[config.mk]
export PLATFORM = sky130hd
export DESIGN_NAME = abkf_ctrl
export DESIGN_NICKNAME = d
export VERILOG_FILES = /design/src/abkf_pkg.sv /design/src/abkf_ctrl.sv
export SDC_FILE = /design/constraint.sdc
export NUM_CORES = 1
export LEC_CHECK = 0
export BUFFER_PORTS_ARGS = -buffer_cell sky130_fd_sc_hd__buf_2
export CAP_MARGIN = 15
export CORE_MARGIN = 2
export CORE_UTILIZATION = 45
export CTS_CLUSTER_DIAMETER = 100
export CTS_CLUSTER_SIZE = 20
export DETAILED_ROUTE_END_ITERATION = 6
export PLACE_DENSITY = 0.83
export SYNTH_ARGS = -nofsm -noshare
export SYNTH_HDL_FRONTEND = slang
export SYNTH_SLANG_ARGS = --single-unit
[constraint.sdc]
create_clock -name clk -period 5.1 [get_ports clk]
set_clock_uncertainty 0.1 [all_clocks]
set_input_delay 1.53 -clock clk [delete_from_list [all_inputs] [get_ports clk]]
set_output_delay 1.53 -clock clk [all_outputs]
set_load 0.01 [all_outputs]
[src/abkf_pkg.sv]
`timescale 1ns / 1ps
`default_nettype none
// ----------------------------------------------------------------------------
// abkf_pkg: shared types and helpers of the angle/bias Kalman filter
// Word formats, register indexes, datapath operation codes and fixed-point
// rounding and saturation helpers.
// ----------------------------------------------------------------------------
package abkf_pkg;

	localparam int unsigned CfgIdxW  = 2;
	localparam int unsigned CfgDataW = 31;
	localparam int unsigned DivSteps = 31;
	localparam int unsigned DivCntW  = $clog2(DivSteps);

	localparam logic [CfgIdxW-1:0] RegAngleNoise   = 2'd0;
	localparam logic [CfgIdxW-1:0] RegBiasNoise    = 2'd1;
	localparam logic [CfgIdxW-1:0] RegMeasureNoise = 2'd2;

	localparam logic [CfgDataW-1:0] AngleNoiseRst   = 31'd16777;
	localparam logic [CfgDataW-1:0] BiasNoiseRst    = 31'd50332;
	localparam logic [CfgDataW-1:0] MeasureNoiseRst = 31'd503316;

	localparam logic signed [31:0] OneQ24 = 32'sd16777216;
	localparam logic signed [31:0] Max32  = 32'sh7FFF_FFFF;
	localparam logic signed [31:0] Min32  = 32'sh8000_0000;

	localparam logic ActUpdate = 1'b0;
	localparam logic ActReset  = 1'b1;

	typedef struct packed {
		logic               action;
		logic signed [31:0] measured_angle;
		logic signed [31:0] gyro_rate;
		logic        [15:0] time_step;
		logic signed [31:0] start_angle;
		logic signed [31:0] start_bias;
	} in_word_t;

	typedef struct packed {
		logic signed [31:0] filtered_angle;
		logic signed [31:0] estimated_bias;
	} out_word_t;

	// multiply and write-back operations of the shared multiplier
	typedef enum logic [3:0] {
		OP_RATE,
		OP_DT_P11,
		OP_DT_INNER,
		OP_DT_BN,
		OP_K0Y,
		OP_K1Y,
		OP_K1P00,
		OP_K1P01,
		OP_K0P00,
		OP_K0P01
	} mul_op_t;

	typedef struct packed {
		logic    take;
		logic    load_rst;
		logic    mul;
		logic    wb;
		mul_op_t op;
		logic    div_init;
		logic    div_step;
		logic    div_fin;
		logic    out_load;
	} dp_cmd_t;

	typedef struct packed {
		logic div_last;
	} dp_stat_t;

	function automatic logic signed [69:0] sx70(input logic signed [31:0] v);
		return {{38{v[31]}}, v};
	endfunction

	// round half up of x / 2^n
	function automatic logic signed [69:0] rnd_shr(input logic signed [68:0] x,
			input int unsigned n);
		logic signed [69:0] e;
		e = {x[68], x};
		e = e + (70'sd1 <<< (n - 1));
		return e >>> n;
	endfunction

	function automatic logic signed [31:0] sat32(input logic signed [69:0] x);
		if (x > sx70(Max32)) return Max32;
		if (x < sx70(Min32)) return Min32;
		return x[31:0];
	endfunction

endpackage
`default_nettype wire

[src/abkf_ctrl.sv]
`timescale 1ns / 1ps
`default_nettype none
// ----------------------------------------------------------------------------
// abkf_ctrl: sequencer of the filter
// Steps the datapath through prediction, gain division and correction, or the reset load, and
// owns the input and output handshakes.
// ----------------------------------------------------------------------------
module abkf_ctrl (
	input  wire logic             clk,
	input  wire logic             arst_n,
	input  wire logic             in_valid,
	output logic                  in_stall,
	input  wire logic             action,
	output logic                  out_valid,
	input  wire logic             out_stall,
	output abkf_pkg::dp_cmd_t     cmd,
	input  wire abkf_pkg::dp_stat_t stat
);
	import abkf_pkg::*;

	typedef enum logic [2:0] {
		S_IDLE, S_LOAD, S_MUL, S_WB, S_DIVI, S_DIV, S_FIN, S_DONE
	} state_t;

	state_t  state_q;
	mul_op_t op_q;
	logic    out_valid_q;
	logic    accept;
	logic    out_free;

	assign in_stall  = (state_q != S_IDLE);
	assign accept    = in_valid && !in_stall;
	assign out_valid = out_valid_q;
	assign out_free  = !out_valid_q || !out_stall;

	// decode commands from the state
	always_comb begin
		cmd          = '0;
		cmd.op       = op_q;
		cmd.take     = accept;
		cmd.load_rst = (state_q == S_LOAD);
		cmd.mul      = (state_q == S_MUL);
		cmd.wb       = (state_q == S_WB);
		cmd.div_init = (state_q == S_DIVI);
		cmd.div_step = (state_q == S_DIV);
		cmd.div_fin  = (state_q == S_FIN);
		cmd.out_load = (state_q == S_DONE) && out_free;
	end

	// hold state, advance through the sequence
	always_ff @(posedge clk or negedge arst_n) begin
		if (!arst_n) begin
			state_q     <= S_IDLE;
			op_q        <= OP_RATE;
			out_valid_q <= 1'b0;
		end else begin
			if (cmd.out_load) begin
				out_valid_q <= 1'b1;
			end else if (!out_stall) begin
				out_valid_q <= 1'b0;
			end
			case (state_q)
				S_IDLE: begin
					if (accept) begin
						op_q    <= OP_RATE;
						state_q <= (action == ActReset) ? S_LOAD : S_MUL;
					end
				end
				S_LOAD: state_q <= S_DONE;
				S_MUL:  state_q <= S_WB;
				S_WB: begin
					state_q <= S_MUL;
					case (op_q)
						OP_RATE:     op_q <= OP_DT_P11;
						OP_DT_P11:   op_q <= OP_DT_INNER;
						OP_DT_INNER: op_q <= OP_DT_BN;
						OP_DT_BN:    state_q <= S_DIVI;
						OP_K0Y:      op_q <= OP_K1Y;
						OP_K1Y:      op_q <= OP_K1P00;
						OP_K1P00:    op_q <= OP_K1P01;
						OP_K1P01:    op_q <= OP_K0P00;
						OP_K0P00:    op_q <= OP_K0P01;
						default:     state_q <= S_DONE;
					endcase
				end
				S_DIVI: state_q <= S_DIV;
				S_DIV: begin
					if (stat.div_last) begin
						state_q <= S_FIN;
					end
				end
				S_FIN: begin
					op_q    <= OP_K0Y;
					state_q <= S_MUL;
				end
				S_DONE: begin
					if (out_free) begin
						state_q <= S_IDLE;
					end
				end
				default: state_q <= S_IDLE;
			endcase
		end
	end

endmodule
`default_nettype wire

==> impl_results.md <==
- CP arrival: 1.96 ns
- Critical Path RT: 3.47 ns
- Worst Path Buf+Inv: 2
- Critical path's most frequent cell: buf_2
- Hold_buf cts: 0
- Gr usage total: 17.7%
- Reg area: 200 um^2
- R2R setup slack: 3.32 ns
- Area leader, netlist: dfrtp_1
- Fin crit period: 3.59 ns
- Final Hold Fails: 0
- Row count: 13
- Highest-delay cell along the critical path: buf_2
- HP Start: out_valid$_DFFE_PN0P_
- # Max-Cap Violations: 0
- # port buffers: 19
- Synth-to-layout area growth: 13.8%
- Crit. End Element: output pin
- Max-slew violation count: 0
- First-pass GRT wire length: 1990 um
- Synthesis-stage register bit count: 8
- Fill cells: 126
- Post-synth top cells: a21oi_1 (12), nand2_1 (9), dfrtp_1 (8)
- Crit path max-delay family: buffers and inverters
- CTS tree: built
- Outcome: complete, no violations
- WHS Path Cells: 2
- # clock sinks: 8
- WL/cell: 12.6 um
- Drt first pass iters: 4
- Lkg Pwr: 0.336 nW
- Yosys warning total: 0
- Most common cell in the netlist: a21oi_1
- Final wirelength: 1360 um
- Total congestion overflow: 0
- Worst R2R End: state_q[0]$_DFFE_PN0P_
- Worst-Skew Late Latency: 0.25 ns
- Initial antenna violation count: 0
- Total core area: 1280 um^2
- EDFF count, synth: 0
- Avg Vias per Cell: 5.80
- Reg2Reg Depth: 4
- CTS max path bufs: 2
- Final setup viols: 0
- RSZ-0062 raised after global routing: false
- Worst-path cell chain: buf_2, and2_1, buf_2
- Min-delay worst type: flip-flop to flip-flop
- Synth Area per Inst: 7.69 um^2
- Seq/Total Area, Yosys: 32.5%
- Worst setup SP type: primary input
- Layout cells sized above 1: 25.8%
- DP HPWL: 971 um
- Violation count after the first detailed-route iteration: 21
- Worst VDD drop: 0.194 mV
- Max-slew headroom: 60.5%
- Worst-Margin Slew: 0.593 ns
- Largest net degree at the start of global routing: 21
- Syn Nets: 86
- Hold endpoint: out_valid$_DFFE_PN0P_
- Final Core Density: 54.5%
- Synth unique cells: 31
- Area of the multi-input gates: 353 um^2
- Area contributors post-synth: dfrtp_1 (33%), a21oi_1 (9.8%), nand2_1 (5.5%), nor3_1 (4.9%), nor2_1 (4.3%)
- Synth Flop Type: dfrtp_1
- Via count: 626
- Root Buffer: clkbuf_4
- Initial core utilization: 47.9%
- Clock transition at path regs: 0.06 ns
- Critical path origin: in_valid
- Die X: 41.0 um
- # DRC: 0
- Io pins: 20
- Ys async rst share: 100%
- Die Ht: 41.0 um
- Mapped Cells: 80
- Cell Area, Placed: 678 um^2
- Routed Antenna Nets: 0
- Worst path max stage delay: 0.15 ns
- CTS H-tree lvls: 1
- Final Net Count: 101
- Final Cell Area: 701 um^2
- Mapped cell area: 616 um^2
- Fin crit share: 70.4%
- WS Path Type: primary input to output pin
- Final TNS setup: 0 ns
- RR Startpoint: state_q[1]$_DFFE_PN0P_
- Share of the synthesized area in the top cell type: 32.5%
- GPL Wtd Cong: 0.815
- Post-CTS setup buffers: 0
- Fmax achieved: 279 MHz
- Worst-path maximum fanout: 4
- Vias in the first global route: 468
- ANT cells: 0
- Total CTS buffers: 3
- Resize count post-CTS: 0
- Pwr Density: 616 nW/um^2
- Die ar.: 1680 um^2
## cell type report
type | instances | share of cell area (%)
timing repair buffer | 19 | 13.6
clock buffer | 3 | 3.21
multi-input combinational | 60 | 50.4
sequential | 8 | 28.6
inverter | 3 | 1.61
tap | 15 | 2.68
## logic make-up (layout without fill, tap and decap cells)
| family | Yosys count | in the layout | share of synthesized area [%] |
|---|---|---|---|
| xor+xnor | 1 | 1 | 1.42 |
| simple gates | 39 | 39 | 36.2 |
| buf+inv | 12 | 25 | 10.2 |
| compound gates | 20 | 20 | 19.7 |
| flops | 8 | 8 | 32.5 |
## routing by layer
layer	share of wire [%]	up-vias	wire length, um	track usage (%)
li1	-	312	-	-
met1	47	290	634	26.2
met2	48	22	660	25.8
met3	4.0	2	54	0
met4	0.81	0	11	10.0
met5	0	-	0	0
## report_power, final
group | total, mW | internal (mW) | switching (mW)
Combinational | 0.208 | 0.102 | 0.106
Sequential | 0.175 | 0.0899 | 0.0850
Clock | 0.0485 | 0.0269 | 0.0216
## through the flow
step                hold WS, ns  total power [mW]  worst slack, ns  instances
finish                    0.423             0.431             1.51        108
global route              0.477             0.473             1.46        108
CTS                       0.439             0.434             1.51        108
detailed placement        0.427             0.385             1.51        105
global placement          0.395             0.377             1.53        105
floorplan                 0.441             0.333             1.68         80
## flip-flops by register name, indices dropped and copies added (netlist names)
signal	count
op_q	4
state_q	3
out_valid	1
## worst min-delay path: cells and delay by family (launching register included)
kind,cells,cell delay [ns]
flops,1,0.36
simple gates,2,0.13
## how the worst max path moves through the flow
stage               to  slack, ns  depth (start not counted)
3_3_place_gp   cmd[11]       1.53                          3
6_report       cmd[11]       1.51                          3
5_1_grt        cmd[11]       1.46                          3
4_1_cts        cmd[11]       1.51                          3
2_1_floorplan  cmd[11]       1.68                          2
3_5_place_dp   cmd[11]       1.51                          3
## cell usage in the layout (no fill, tap or decap)
| cell type | count |
|---|---|
| nor4_4 | 1 |
| a2bb2oi_1 | 1 |
| nand3_1 | 1 |
| nand2_1 | 9 |
| nor4_1 | 1 |
| buf_2 | 19 |
| and3_1 | 1 |
| o21ai_0 | 1 |
| or3_1 | 1 |
| nor2b_1 | 1 |
| and4_2 | 1 |
| or2b_1 | 1 |
| inv_1 | 3 |
| clkbuf_4 | 3 |
| a41oi_1 | 1 |
| nand2b_1 | 1 |
| nor3_1 | 6 |
| nor4bb_1 | 1 |
| nand4_1 | 2 |
| dfrtp_1 | 8 |
| nor2_1 | 7 |
| xor2_1 | 1 |
| o31a_1 | 1 |
| nor3b_1 | 2 |
| or4_1 | 1 |
| a211oi_1 | 3 |
| and2_1 | 2 |
| a21oi_1 | 12 |
| a21o_1 | 1 |
(Power assumes the default switching activity.)
